===== src/hw/rtl/upx_pkg.sv =====
// upx_pkg: types, constants and register indexes of the 10-bit pixel unpacker
// depends on nothing; used by the stream interface and the top level
package upx_pkg;

  // default parameter values
  localparam int WORD_BITS_DEF  = 10;
  localparam int SYNC_WORDS_DEF = 2;
  localparam int MAX_WIDTH_DEF  = 4096;

  // lines per frame are clamped to this value
  localparam int MAX_LINES  = 4096;
  localparam int LINE_NUM_W = 12;

  // configuration port
  localparam int CFG_W      = 13;
  localparam int CFG_IDX_W  = 8;
  localparam int CFG_DATA_W = 16;

  localparam logic [CFG_IDX_W-1:0] REG_LINE_WIDTH = CFG_IDX_W'(0);
  localparam logic [CFG_IDX_W-1:0] REG_LINE_COUNT = CFG_IDX_W'(1);

  localparam logic [CFG_W-1:0] LINE_WIDTH_RST = CFG_W'(320);
  localparam logic [CFG_W-1:0] LINE_COUNT_RST = CFG_W'(256);

  typedef struct packed {
    logic [7:0] data_byte;
    logic       frame_start;
  } upx_in_t;

  typedef struct packed {
    logic [7:0] pixel;
    logic       line_end;
    logic       frame_end;
  } upx_out_t;

endpackage


===== src/hw/rtl/upx_stream_if.sv =====
// upx_stream_if: valid/ready stream channel with a typed payload
// depends on upx_pkg for the default payload type
interface upx_stream_if
  import upx_pkg::*;
#(
  parameter type payload_t = upx_in_t
) ();

  logic     valid;
  logic     ready;
  payload_t payload;

  modport source (output valid, output payload, input ready);
  modport sink   (input valid, input payload, output ready);

endinterface


===== src/hw/rtl/unpack_10bit_pixel_stream.sv =====
// unpack_10bit_pixel_stream: top level of the packed pixel stream unpacker
// depends on upx_pkg and upx_stream_if
//
// Usage:
//   byte_i carries one raw camera byte per beat plus a frame_start flag that
//   marks the first byte of a frame. pix_o carries one 8-bit pixel per beat
//   (the top 8 bits of each WORD_BITS-bit word) with line_end and frame_end.
//   The cfg_* write channel sets line_width (index 0) and line_count (index 1);
//   it is always ready and should only be written while no beat is in flight.
//   Sync words at the head of each line are dropped. Bytes outside a frame
//   (before frame_start, after the frame_end pixel) give no output.
// Timing:
//   one byte beat is accepted every cycle while byte_i.ready is high; the byte
//   that completes a word loads its pixel into the output register (the skid
//   entry if pix_o stalls). The work per byte is one pass of the bit
//   accumulator and the word/line counters between state and output registers.
//   A two-entry output buffer (output register plus skid) keeps byte_i ready
//   while one pixel waits; byte_i.ready drops only when both are full.
// Reset:
//   rst_ni clears the accumulator and counters, empties the output buffer,
//   sets line_width 320, line_count 256 and waits for a frame start.
module unpack_10bit_pixel_stream
  import upx_pkg::*;
#(
  parameter int WORD_BITS  = WORD_BITS_DEF,
  parameter int SYNC_WORDS = SYNC_WORDS_DEF,
  parameter int MAX_WIDTH  = MAX_WIDTH_DEF
) (
  input  logic                  clk_i,
  input  logic                  rst_ni,
  upx_stream_if.sink            byte_i,
  upx_stream_if.source          pix_o,
  input  logic                  cfg_valid_i,
  output logic                  cfg_ready_o,
  input  logic [CFG_IDX_W-1:0]  cfg_index_i,
  input  logic [CFG_DATA_W-1:0] cfg_data_i
);

  localparam int STORE_W = WORD_BITS - 1;
  localparam int ACC_W   = STORE_W + 8;
  localparam int HELD_W  = $clog2(WORD_BITS);
  localparam int BITS_W  = $clog2(ACC_W + 1);
  localparam int WIL_W   = $clog2(SYNC_WORDS + MAX_WIDTH + 1);
  localparam int CNT_W   = LINE_NUM_W + 2;

  // configuration
  logic [CFG_W-1:0] line_width_q, line_count_q;

  assign cfg_ready_o = 1'b1;

  always_ff @(posedge clk_i or negedge rst_ni) begin
    if (!rst_ni) begin
      line_width_q <= LINE_WIDTH_RST;
      line_count_q <= LINE_COUNT_RST;
    end else if (cfg_valid_i) begin
      if (cfg_index_i == REG_LINE_WIDTH) begin
        line_width_q <= cfg_data_i[CFG_W-1:0];
      end else if (cfg_index_i == REG_LINE_COUNT) begin
        line_count_q <= cfg_data_i[CFG_W-1:0];
      end
    end
  end

  // clamped register values
  logic [WIL_W-1:0] eff_width;
  logic [CNT_W-1:0] eff_count;

  always_comb begin
    if (line_width_q == '0) begin
      eff_width = WIL_W'(1);
    end else if (32'(line_width_q) > MAX_WIDTH) begin
      eff_width = WIL_W'(MAX_WIDTH);
    end else begin
      eff_width = WIL_W'(line_width_q);
    end
    if (line_count_q == '0) begin
      eff_count = CNT_W'(1);
    end else if (32'(line_count_q) > MAX_LINES) begin
      eff_count = CNT_W'(MAX_LINES);
    end else begin
      eff_count = CNT_W'(line_count_q);
    end
  end

  // unpack state
  logic [STORE_W-1:0]    bit_store_q, bit_store_d;
  logic [HELD_W-1:0]     bits_held_q, bits_held_d;
  logic [WIL_W-1:0]      word_in_line_q, word_in_line_d;
  logic [LINE_NUM_W-1:0] line_number_q, line_number_d;
  logic                  frame_active_q, frame_active_d;

  // output buffer
  upx_out_t out_q, out_d, skid_q, skid_d;
  logic     out_valid_q, out_valid_d, skid_valid_q, skid_valid_d;

  logic     in_fire, out_fire, has_result;
  upx_out_t result;

  assign byte_i.ready  = !skid_valid_q;
  assign in_fire       = byte_i.valid && byte_i.ready;
  assign out_fire      = out_valid_q && pix_o.ready;
  assign pix_o.valid   = out_valid_q;
  assign pix_o.payload = out_q;

  always_comb begin
    logic [STORE_W-1:0]    store;
    logic [HELD_W-1:0]     held;
    logic [WIL_W-1:0]      wil;
    logic [LINE_NUM_W-1:0] lnum;
    logic                  active;
    logic [ACC_W-1:0]      acc;
    logic [BITS_W-1:0]     bits, rem;
    logic [WORD_BITS-1:0]  word;

    store  = bit_store_q;
    held   = bits_held_q;
    wil    = word_in_line_q;
    lnum   = line_number_q;
    active = frame_active_q;

    has_result = 1'b0;
    result     = '0;

    if (byte_i.payload.frame_start) begin
      store  = '0;
      held   = '0;
      wil    = '0;
      lnum   = '0;
      active = 1'b1;
    end

    acc  = {store, byte_i.payload.data_byte};
    bits = BITS_W'(held) + BITS_W'(8);
    rem  = bits - BITS_W'(WORD_BITS);
    word = WORD_BITS'(acc >> rem);

    if (active) begin
      if (32'(bits) < WORD_BITS) begin
        store = STORE_W'(acc);
        held  = HELD_W'(bits);
      end else begin
        store = STORE_W'(acc) & ~({STORE_W{1'b1}} << rem);
        held  = HELD_W'(rem);
        if (32'(wil) < SYNC_WORDS) begin
          wil = wil + WIL_W'(1);
        end else begin
          has_result   = 1'b1;
          result.pixel = word[WORD_BITS-1 -: 8];
          // index at or past the line end closes the line
          if ({1'b0, wil} + (WIL_W + 1)'(1) >=
              (WIL_W + 1)'(SYNC_WORDS) + {1'b0, eff_width}) begin
            result.line_end = 1'b1;
            wil             = '0;
            if (CNT_W'(lnum) + CNT_W'(1) >= eff_count) begin
              result.frame_end = 1'b1;
              lnum             = '0;
              active           = 1'b0;
            end else begin
              lnum = lnum + LINE_NUM_W'(1);
            end
          end else begin
            wil = wil + WIL_W'(1);
          end
        end
      end
    end

    bit_store_d    = store;
    bits_held_d    = held;
    word_in_line_d = wil;
    line_number_d  = lnum;
    frame_active_d = active;
  end

  // two-entry output buffer
  always_comb begin
    out_d        = out_q;
    out_valid_d  = out_valid_q;
    skid_d       = skid_q;
    skid_valid_d = skid_valid_q;
    if (skid_valid_q) begin
      if (out_fire) begin
        out_d        = skid_q;
        skid_valid_d = 1'b0;
      end
    end else if (!out_valid_q || out_fire) begin
      out_valid_d = in_fire && has_result;
      if (in_fire && has_result) begin
        out_d = result;
      end
    end else if (in_fire && has_result) begin
      // receiver stalled: park the new pixel
      skid_d       = result;
      skid_valid_d = 1'b1;
    end
  end

  always_ff @(posedge clk_i or negedge rst_ni) begin
    if (!rst_ni) begin
      bit_store_q    <= '0;
      bits_held_q    <= '0;
      word_in_line_q <= '0;
      line_number_q  <= '0;
      frame_active_q <= 1'b0;
      out_valid_q    <= 1'b0;
      skid_valid_q   <= 1'b0;
    end else begin
      if (in_fire) begin
        bit_store_q    <= bit_store_d;
        bits_held_q    <= bits_held_d;
        word_in_line_q <= word_in_line_d;
        line_number_q  <= line_number_d;
        frame_active_q <= frame_active_d;
      end
      out_valid_q  <= out_valid_d;
      skid_valid_q <= skid_valid_d;
    end
  end

  always_ff @(posedge clk_i) begin
    out_q  <= out_d;
    skid_q <= skid_d;
  end

endmodule

===== src/flat_wrapper.sv =====
// flat-port wrapper written by rule: the top's interface ports become plain ports
module unpack_10bit_pixel_stream_flat import upx_pkg::*;
#(
  parameter int WORD_BITS  = WORD_BITS_DEF,
  parameter int SYNC_WORDS = SYNC_WORDS_DEF,
  parameter int MAX_WIDTH  = MAX_WIDTH_DEF
)
  (clk_i, rst_ni, cfg_valid_i, cfg_ready_o, cfg_index_i, cfg_data_i, byte_i_valid, byte_i_payload, byte_i_ready, pix_o_valid, pix_o_payload, pix_o_ready);
  upx_stream_if byte_i_i ();
  upx_stream_if pix_o_i ();
  input  logic clk_i;
  input  logic rst_ni;
  input  logic cfg_valid_i;
  output logic cfg_ready_o;
  input  logic [CFG_IDX_W-1:0] cfg_index_i;
  input  logic [CFG_DATA_W-1:0] cfg_data_i;
  input wire logic [$bits(byte_i_i.valid)-1:0] byte_i_valid;
  input wire logic [$bits(byte_i_i.payload)-1:0] byte_i_payload;
  output wire logic [$bits(byte_i_i.ready)-1:0] byte_i_ready;
  output wire logic [$bits(pix_o_i.valid)-1:0] pix_o_valid;
  output wire logic [$bits(pix_o_i.payload)-1:0] pix_o_payload;
  input wire logic [$bits(pix_o_i.ready)-1:0] pix_o_ready;
  assign byte_i_i.valid = byte_i_valid;
  assign byte_i_i.payload = byte_i_payload;
  assign byte_i_ready = byte_i_i.ready;
  assign pix_o_valid = pix_o_i.valid;
  assign pix_o_payload = pix_o_i.payload;
  assign pix_o_i.ready = pix_o_ready;
  unpack_10bit_pixel_stream #(.WORD_BITS(WORD_BITS), .SYNC_WORDS(SYNC_WORDS), .MAX_WIDTH(MAX_WIDTH)) u_core (.clk_i(clk_i), .rst_ni(rst_ni), .byte_i(byte_i_i), .pix_o(pix_o_i), .cfg_valid_i(cfg_valid_i), .cfg_ready_o(cfg_ready_o), .cfg_index_i(cfg_index_i), .cfg_data_i(cfg_data_i));
endmodule

===== config.mk =====
export PLATFORM = sky130hd
export DESIGN_NAME = unpack_10bit_pixel_stream_flat
export DESIGN_NICKNAME = d
export VERILOG_FILES = /design/src/hw/rtl/upx_pkg.sv /design/src/hw/rtl/upx_stream_if.sv /design/src/hw/rtl/unpack_10bit_pixel_stream.sv /design/src/flat_wrapper.sv
export SDC_FILE = /design/constraint.sdc
export NUM_CORES = 1
export LEC_CHECK = 0
export ABC_AREA = 1
export BUFFER_PORTS_ARGS = -buffer_cell sky130_fd_sc_hd__buf_2
export CAP_MARGIN = 0
export CORE_ASPECT_RATIO = 2
export CORE_MARGIN = 1
export CORE_UTILIZATION = 60
export CTS_BUF_LIST = sky130_fd_sc_hd__clkbuf_16
export CTS_CLUSTER_DIAMETER = 40
export DETAILED_ROUTE_END_ITERATION = 16
export PLACE_DENSITY = 0.8
export SLEW_MARGIN = 20
export SYNTH_ARGS = -nofsm -noshare
export SYNTH_HDL_FRONTEND = slang
export SYNTH_SLANG_ARGS = --single-unit

===== constraint.sdc =====
create_clock -name clk_i -period 8.9 [get_ports clk_i]
set_input_delay 1.78 -clock clk_i [delete_from_list [all_inputs] [get_ports clk_i]]
set_output_delay 1.78 -clock clk_i [all_outputs]
set_load 0.05 [all_outputs]

* After elaboration in Yosys (flattened, before gate mapping) *
Cells that the tools add are included.
W data, S select, Z words.

word-level totals
  flip-flop bits (word level) = 85

cells by class
  bitwise logic cells = 5
  multiplexer cells = 43
  add/subtract/negate cells = 7
  shifts and indexed selects = 2
  reduce and logical (&&, ||, !) cells = 16
  equality and inequality tests = 2
  $lt $le $gt $ge = 6

operators with widths
  cell                     count
  $mux W13                 8
  $mux W9                  10
  $mux W12                 6
  $ge A14 B14 Y1           2
  $gt A13 B13 Y1 const B   2
  $logic_not A13 Y1        2
  $shr A17 B5 Y9           1
  $add A13 B1 Y14 const B  1
  $add A2 B13 Y14 const A  1
  $mux W1                  14
  $mux W14                 1
  $add A12 B1 Y13 const B  1
  $add A13 B1 Y13 const B  1
  $lt A13 B2 Y1 const B    1
  $add A12 B1 Y12 const B  1
  $mux W4                  3
  $and A9 B9 Y9            1
  $not A9 Y9               1
  $reduce_and A3 Y1        3
  $shl A9 B5 Y9 const A    1
  $eq A8 B1 Y1 const B     1
  $logic_not A8 Y1         1
  $add A4 B4 Y5 const B    1
  $lt A5 B4 Y1 const B     1
  9 further kinds          16

* Depth between registers and ports, before layout *
Gate-level depths: netlist (run 1).

  word-level depth = 12
  depth in mapped cells = 26
  gate-level depth less buffers = 25

* Least setup slack after synthesis (run 1) *
OpenSTA, ideal clock, no wires.

  path type = in2reg
  start point = input byte_i_payload[0]
  end point = register u_core.out_q (netlist bit u_core.pix_o.payload[0]), data pin
  setup slack = 4439 ps
  data arrival time = 4208 ps
  stages = 21
  path through = buf_6 -> buf_6 -> buf_2 -> nor2_1 -> ha_1 -> nand2_1 -> nor2_1 -> nand2_1 -> o21ai_0 -> ha_1 -> nand2_1 -> inv_1 -> nand2_1 -> nand2_1 -> nand2_1 -> nand3_1 -> nor2_1 -> clkbuf_1 -> nor2_1 -> nand2_1 -> nand2_1

RTL lines
  element               line                              RTL
  from (decl)           flat_wrapper.sv:18                input wire logic [$bits(byte_i_i.payload)-1:0] byte_i_payload;
  to (signal assigned)  unpack_10bit_pixel_stream.sv:221  out_q <= out_d;
  to (decl)             unpack_10bit_pixel_stream.sv:93   upx_out_t out_q, out_d, skid_q, skid_d;

* Worst setup path after layout (run 1) *
  start point = input byte_i_payload[0]
  end point = register u_core.skid_q[3] (netlist bit) (enable)

between the ends
  word-level cells in the longest chain between the ends = 7

ends and longest elaborated chain
  element                                                line                                                                RTL
  $mux W4 / $mux W13 (equally long branches)             unpack_10bit_pixel_stream.sv:124                                    if (byte_i.payload.frame_start) begin
  $add A4 B4 Y5 / $lt A13 B2 Y1 (equally long branches)  unpack_10bit_pixel_stream.sv:133, unpack_10bit_pixel_stream.sv:144
  $lt A5 B4 Y1 / $mux W1 (equally long branches)         unpack_10bit_pixel_stream.sv:138, unpack_10bit_pixel_stream.sv:144
  $mux W1                                                unpack_10bit_pixel_stream.sv:138                                    if (32'(bits) < WORD_BITS) begin
  $mux W1 (*)                                            unpack_10bit_pixel_stream.sv:137                                    if (active) begin
  $logic_and A1 B1 Y1 (*)                                unpack_10bit_pixel_stream.sv:191                                    end else if (in_fire && has_result) begin
  $reduce_and A3 Y1 (no line) (*)                        n/a
  to (signal assigned)                                   unpack_10bit_pixel_stream.sv:222                                    skid_q <= skid_d;
  to (decl)                                              unpack_10bit_pixel_stream.sv:93

Mark *: on every way between the ends. The rest lies on a longest branch, timed or not.
A chain may end at the register's enable or synchronous reset.

==> metrics.txt, run 1 <==
fmax 178.0 MHz; first-pass GRT wire length 25100 um; RSZ-0062 raised after global routing false; Crit-path slowest cell nor2_1; Clock Skew 0.007014 ns; FP Rows between 50 and 60; hold_sp u_core.bits_held_q[2]$_DFFE_PN0P_; Synth top area share between 20 and 30%; Antenna Violating Nets Remaining 0; all-layer global routing usage between 30% and 40%; share of total power in combinational logic about 48%; CP Cell Sequence buf_2, buf_4, nor2_1, inv_1, ha_1, ha_1, nor2_8, inv_2, nor2_1, nand2_1, nor2_1; post-route clock period utilization around 63%; # DRC 0; max incr delay on CP 0.84 ns; # Post-CTS Setup Buffers 0; largest net degree at the start of global routing 68; iteration-0 DRC count of the detailed router ~340; Filler Cells Inserted 991; area grow syn2layout 8.355%; Reg power frac 32.7%; R2R Setup Slk between 4 and 5 ns; drt pass-1 iters 5; cts-stage hold buffer count 0; Sw Share 46.02%; critical setup path kind primary input to register; pins over their slew limit 0; Power Density 261.4 nW/um2; Die H 146.6 um; clk root buf clkbuf_16; RePlAce Congestion between 0.9 and 1; Die Wd approximately 74 um; Worst-path clk slew about 0.060 ns; maxcap violations 0; commonest cells after routing, fill and taps aside nand2_1, nor2_1, inv_1; Hold Path Depth 2; worst reg2reg path startpoint u_core.bits_held_q[1]$_DFFE_PN0P_; post-route setup TNS 0 ns; crit end category register; Synth Instances 910; YS warnings 0; final WL between 15000 and 20000 um; vias in the first global route around 5600; mean post-synth cell area 6.895 um2; maximum level of the CTS H-tree 3; outcome finished, final reports clean; FF-to-FF End u_core.skid_q[3]$_DFFE_PP_; initial core utilization between 60% and 70%; crit-path max FO 28; clock power share 19.0%; nets roughly 1000; CTS tree built; vias per inst ~5.4; HPWL after DPL approximately 11000 um; crit path time final around 5.6 ns; Tightest Pin Transition 1.031 ns; commonest non-fill, non-tap cell in the layout nand2_1; Final Hold Vio Count 0; NetSw about 800 uW; die footprint roughly 11000 um2; number of distinct library cells after synthesis 51; drt wl/cell about 14 um; Power Total between 1500 and 2000 uW; share of cells above drive strength 1 around 10%; Seq/Total Area, Yosys 35.39%; Leak roughly 0.0034 uW; Max VDD drop roughly 0.13 mV; cell family with most CP delay simple AND/OR/NAND/NOR gates; total grt overflow 0; CP Data Required Time slightly below 9 ns; most frequent cell on the critical path nor2_1; CTS Buf Count 9; Int Power between 900 and 1000 uW; initial antenna violation count 0; IO Count 50; area leader, netlist dfrtp_1; Max-Slew Margin vs Limit a little under a third; Core Util, Final ~67%; detailed-route via count ~5800; cell area after synthesis 6275 um2; reg2reg path depth 10; core footprint about 10000 um2; synth top area cells dfrtp_1, nand2_1, edfxtp_1, nor2_1, inv_1; maximum root-to-sink buffer count 2; HP Class register to register; Min-Delay Endpoint u_core.bits_held_q[2]$_DFFE_PN0P_; CTS Sinks 85; Port Buffers 45; clk_lat worst skew 0.34 ns; Setup-failing EPs final 0; Post-CTS Resized 0; CP Buf/Inv Count 4; Startpoint Class primary input; critical path arrival 5.59 ns; Yosys reg bits 85; Inserted Diodes 0
==> power groups by stage <==
| stage | sequential, uW | combinational, uW | clock (uW) |
|---|---|---|---|
| after floorplan | 628 | 621 | 0 |
| final | 580 | 859 | 338 |
| after CTS | 579 | 855 | 344 |
| after global placement | 583 | 837 | 0 |
| after global routing | 592 | 975 | 362 |
| after detailed placement | 585 | 849 | 0 |
==> logic make-up (layout without fill, tap and decap cells) <==
family / Yosys count / count (layout) / synth area share (%)
DFF: 85 / 85 / 35.39
xor gates and xnor gates: 15 / 15 / 2.094
other: 1 / 2 / 0.05976
and+or+nand+nor: 486 / 486 / 33.62
adders and majority gates: 34 / 34 / 6.780
AOI/OAI and AO/OA: 137 / 137 / 11.76
buffers and inverters: 152 / 188 / 10.29
==> tightest hold or removal path, cell delays in order, from the launching register on <==
cell and delay (ns):
dfrtp_1 0.34, nand2_1 0.05, nand2_1 0.05
==> area by class of cell <==
cell class | count | area, um2 | share of cell area, %
clock buffer | 9 | 225.2 | 3.312
timing repair buffer | 48 | 247.7 | 3.644
clock inverter | 7 | 43.79 | 0.6441
sequential | 85 | 2221 | 32.66
multi-input combinational | 674 | 3420 | 50.29
inverter | 124 | 473.0 | 6.956
tap | 135 | 168.9 | 2.484
==> sequential cells by signal, indices dropped and copies added (netlist names) <==
register,cells
u_core.line_number_q,12
u_core.pix_o.payload,9
u_core.skid_q,9
u_core.bit_store_q,9
u_core.frame_active_q,1
u_core.word_in_line_q,13
u_core.pix_o.valid,1
u_core.line_count_q,13
u_core.bits_held_q,4
u_core.skid_valid_q,1
u_core.line_width_q,13
==> worst max path at each step <==
| stage | startpoint | end | slack, ns | depth (start not counted) |
|---|---|---|---|---|
| 2_1_floorplan | byte_i_payload[0] | u_core.pix_o.payload[0]$_DFFE_PP_ | 4.44 | 21 |
| 3_3_place_gp | byte_i_payload[0] | u_core.pix_o.payload[2]$_DFFE_PP_ | 2.70 | 11 |
| 3_5_place_dp | byte_i_payload[0] | u_core.pix_o.payload[2]$_DFFE_PP_ | 2.67 | 11 |
| 4_1_cts | byte_i_payload[0] | u_core.pix_o.payload[2]$_DFFE_PP_ | 3.03 | 11 |
| 5_1_grt | byte_i_payload[0] | u_core.pix_o.payload[6]$_DFFE_PP_ | 3.00 | 11 |
| 6_report | byte_i_payload[0] | u_core.skid_q[3]$_DFFE_PP_ | 3.28 | 11 |
==> per-stage QoR <==
step                worst slack, ns  cells  hold WS, ns  instance area (um2)
floorplan                     4.439    911       0.4494                 6279
global placement              2.704   1066       0.4673                 6525
detailed placement            2.674   1066       0.4700                 6525
CTS                           3.026   1082       0.4862                 6794
global route                  2.999   1082       0.4992                 6799
finish                        3.282   1082       0.4833                 6799
==> cells in the mapped netlist (all sizes together) <==
cell and n:
nand2 256, nor2 133, inv 123, o21ai 82, dfrtp 64, nand3 62
a21oi 36, ha 34, edfxtp 18, buf 17, nand4 13, nor3 12
clkbuf 11, xor2 10, a22oi 9, nor4 5, xnor2 5, dfstp 3
a31oi 2, o211ai 2, a21o 1, and2 1, and3 1, clkinv 1
conb 1, nand3b 1, nor3b 1, o21a 1, o21bai 1, o22ai 1
o311ai 1, o31ai 1, or2 1
==> per-layer routing <==
layer	share of wire (%)	global-route usage [%]
met1	36	30.19
met5	0	0
met3	2.9	4.831
met2	55	55.05
met4	5.8	19.34
Note: power is estimated with default switching activity, not from simulation.
==> run 2, diff against run 1 <==
Settings changed: ABC_AREA 1 to 0, CORE_UTILIZATION 60 to 55, PLACE_DENSITY 0.8 to 0.77.
Clock period 8.9 ns to 4.8 ns, I/O delays scaled along.
==> run 2 against run 1 <==
  * Sequential share of layout area grew 2.5 points
  * Highest routed layer unchanged
  * Largest power group is now sequential cells
  * Largest cell class unchanged
  * Combinational power decreased by 19%
  * Final cell count decreased by 29%
  * Clock power grew 94%
==> metrics.txt, run 2 <==
outcome finished, final reports clean (unchanged); Crit path depth 14 (was 11); hold_sp u_core.line_number_q[4]$_DFFE_PN0P_ (was u_core.bits_held_q[2]$_DFFE_PN0P_); Setup-failing EPs final 0 (unchanged); Power Density 357.8 nW/um2 (was 261.4 nW/um2); Startpoint Class primary input (unchanged); Max VDD drop 0.2902 mV (was 0.1274 mV); fmax roughly 240 MHz; drt wl/cell 17.84 um (was 13.96 um); first-pass GRT wire length 22220 um (was 25100 um); Primary FF master, synth dfrtp_1 (unchanged); Antenna Violating Nets Remaining 0 (unchanged); CP Cell Sequence buf_2, nor2b_1, ha_1, nand3_1, or3_1, or3_4, xor2_1, ha_1, a211oi_1, o211ai_1, o31a_1, nor3_2, buf_4, a22o_1 (was buf_2, buf_4, nor2_1, inv_1, ha_1, ha_1, nor2_8, inv_2, nor2_1, nand2_1, nor2_1); IO Count 50 (unchanged); RePlAce Congestion 0.9372 (was 0.9608); cell area after synthesis 5647 um2 (was 6275 um2); most frequent cell on the critical path ha_1 (was nor2_1); nets 697 (was 1014); crit-path max FO 8 (was 28); die footprint 10700 um2 (was 10900 um2); area leader, netlist dfrtp_1 (unchanged); Seq/Total Area, Yosys 39.33% (was 35.39%); max incr delay on CP 0.47 ns (was 0.84 ns); synth top area cells dfrtp_1, edfxtp_1, ha_1, mux2_2, nand2_1 (was dfrtp_1, nand2_1, edfxtp_1, nor2_1, inv_1); total grt overflow 0 (unchanged); most frequent cell after synthesis nand2_1 (unchanged); FF-to-FF End u_core.line_number_q[11]$_DFFE_PN0P_ (was u_core.skid_q[3]$_DFFE_PP_); Max-Slew Margin vs Limit 34.64% (was 31.00%); # DRC 0 (unchanged); maximum level of the CTS H-tree 3 (unchanged); area grow syn2layout 11.94% (was 8.355%); cell family with most CP delay simple AND/OR/NAND/NOR gates (unchanged); Tightest Pin Transition 0.9768 ns (was 1.031 ns); Inserted Diodes 0 (unchanged); Critical Path Start byte_i_payload[0] (unchanged); Synth Instances 578 (was 910); pins over their slew limit 0 (unchanged); commonest cells after routing, fill and taps aside nand2_1, dfrtp_1, buf_2 (was nand2_1, nor2_1, inv_1); placed cell count 749 (was 1066); Crit-path slowest cell or3_4 (was nor2_1); maxcap violations 0 (unchanged); number of distinct library cells after synthesis 70 (was 51); critical setup path kind primary input to register (unchanged); # Post-CTS Setup Buffers 0 (unchanged); clk_lat worst skew 0.34 ns (about the same); HPWL after DPL 10610 um (was 11390 um); Die H 145.3 um (was 146.6 um); worst reg2reg path startpoint u_core.line_number_q[0]$_DFFE_PN0P_ (was u_core.bits_held_q[1]$_DFFE_PN0P_); core footprint 10020 um2 (was 10150 um2); CTS Buf Count 9 (unchanged); top cells by count, synth nand2_1, dfrtp_1, nor2_1 (was nand2_1, nor2_1, inv_1); Die Wd 73.65 um (was 74.31 um); Clock Skew 0.005100 ns (was 0.007014 ns); mean post-synth cell area 9.769 um2 (was 6.895 um2); Port Buffers 45 (unchanged); CP Data Required Time 5.08 ns (was 8.87 ns); Final Hold Vio Count 0 (unchanged); maximum root-to-sink buffer count 2 (unchanged); clk root buf clkbuf_16 (unchanged); WL met3 371 um (was 442 um); crit end category register (unchanged); vias per inst 6.156 (was 5.395); final WL 13650 um (was 15110 um); FP Rows 52 (unchanged); cts-stage hold buffer count 0 (unchanged); CTS tree built (unchanged); HP Class register to register (unchanged); initial antenna violation count 0 (unchanged); reg2reg path depth 13 (was 10); Leak 0.002748 uW (was 0.003416 uW); all-layer global routing usage 27.62% (was 30.26%); EDFF count, synth 18 (unchanged); iteration-0 DRC count of the detailed router 328 (was 339); post-route clock period utilization between 80% and 90%; Worst-path clk slew 0.06 ns (about the same); detailed-route via count 4709 (was 5837); post-route setup TNS 0 ns (unchanged); crit path time final approximately 4.2 ns; critical path arrival 4.48 ns (was 5.59 ns); Largest regs u_core.line_count_q x13, u_core.line_width_q x13, u_core.word_in_line_q x13 (unchanged); Yosys reg bits 85 (unchanged); initial core utilization 56.36% (was 61.82%); R2R Setup Slk 0.97 ns (was 4.63 ns); DR WL met2 7912 um (was 8370 um); YS warnings 0 (unchanged); Non-Filler Instances 765 (was 1082); commonest non-fill, non-tap cell in the layout nand2_1 (unchanged); CP Buf/Inv Count 2 (was 4); Synth top area share 28.36% (was 25.52%); Post-CTS Resized 0 (unchanged); M1 WL 4730 um (was 5427 um); CTS Sinks 85 (unchanged); largest net degree at the start of global routing 40 (was 68); RSZ-0062 raised after global routing false (unchanged); drt pass-1 iters 7 (was 5); worst setup path endpoint u_core.line_number_q[11]$_DFFE_PN0P_ (was u_core.skid_q[3]$_DFFE_PP_); share of cells above drive strength 1 20.48% (was 10.14%); Synth async-reset ratio 78.82% (unchanged); Top Metal Used met4 (unchanged); vias in the first global route 4752 (was 5632)
run 2: cell types whose count changed after synthesis, moves of 14 or more:
cell / before / now
nor2_1: 124 / 39
mux2_2: 0 / 30
a22o_1: 0 / 19
nand2_1: 249 / 71
xnor2_1: 5 / 19
o21ai_0: 78 / 26
nand3_1: 59 / 30
a21oi_1: 35 / 20
inv_1: 118 / 16
run 2: where the power goes:
group          switching (uW)  internal (uW)
clock                     264            392
sequential                109            803
combinational             426            268
total                     799           1460
run 2: cell type report:
class	count	area [um2]
clock buffer	9	225.2
clock inverter	7	52.55
sequential	85	2221
inverter	18	72.57
timing repair buffer	62	352.8
multi-input combinational	449	3228
fill	878	3699
tap	135	168.9
run 2: logic make-up (layout without fill, tap and decap cells):
kind of cell	Yosys count	in the layout	share of synthesized area, %
xor+xnor	25	25	3.878
other cells	1	2	0.06641
simple gates	209	209	18.50
compound gates	130	130	16.22
flops	85	85	39.33
mux	49	49	10.90
fa+ha+maj	34	34	7.534
buf+inv	45	96	3.567
run 2: routing by layer:
layer / vias to the layer above / GRT usage [%]
met3: 44 / 4.722
met4: 0 / 16.06
met2: 139 / 51.65
met5: - / 0
li1: 2225 / -
met1: 2301 / 26.62
run 2: how the worst min path moves through the flow:
stage	end	slack, ns	cells past startpoint
final	u_core.line_number_q[4]$_DFFE_PN0P_	0.51	1
after CTS	u_core.line_number_q[4]$_DFFE_PN0P_	0.51	1
after floorplan	u_core.line_number_q[4]$_DFFE_PN0P_	0.47	1
after global routing	u_core.line_width_q[0]$_DFFE_PN0P_	0.54	1
after detailed placement	u_core.line_number_q[4]$_DFFE_PN0P_	0.49	1
after global placement	u_core.line_number_q[4]$_DFFE_PN0P_	0.49	1
run 2: per-stage QoR:
| stage | hold WS, ns | util (%) | cell area, um2 | power (uW) | setup slack (ns) |
|---|---|---|---|---|---|
| after floorplan | 0.4661 | - | 5650 | 1394 | 0.3037 |
| after global placement | 0.4861 | 60.31 | 6043 | 1576 | 0.4179 |
| after detailed placement | 0.4884 | 60.31 | 6043 | 1606 | 0.3149 |
| after CTS | 0.5069 | 63.09 | 6321 | 2265 | 0.6416 |
| after global routing | 0.5398 | 63.09 | 6321 | 2373 | 0.4105 |
| final | 0.5070 | 63.09 | 6321 | 2262 | 0.5937 |
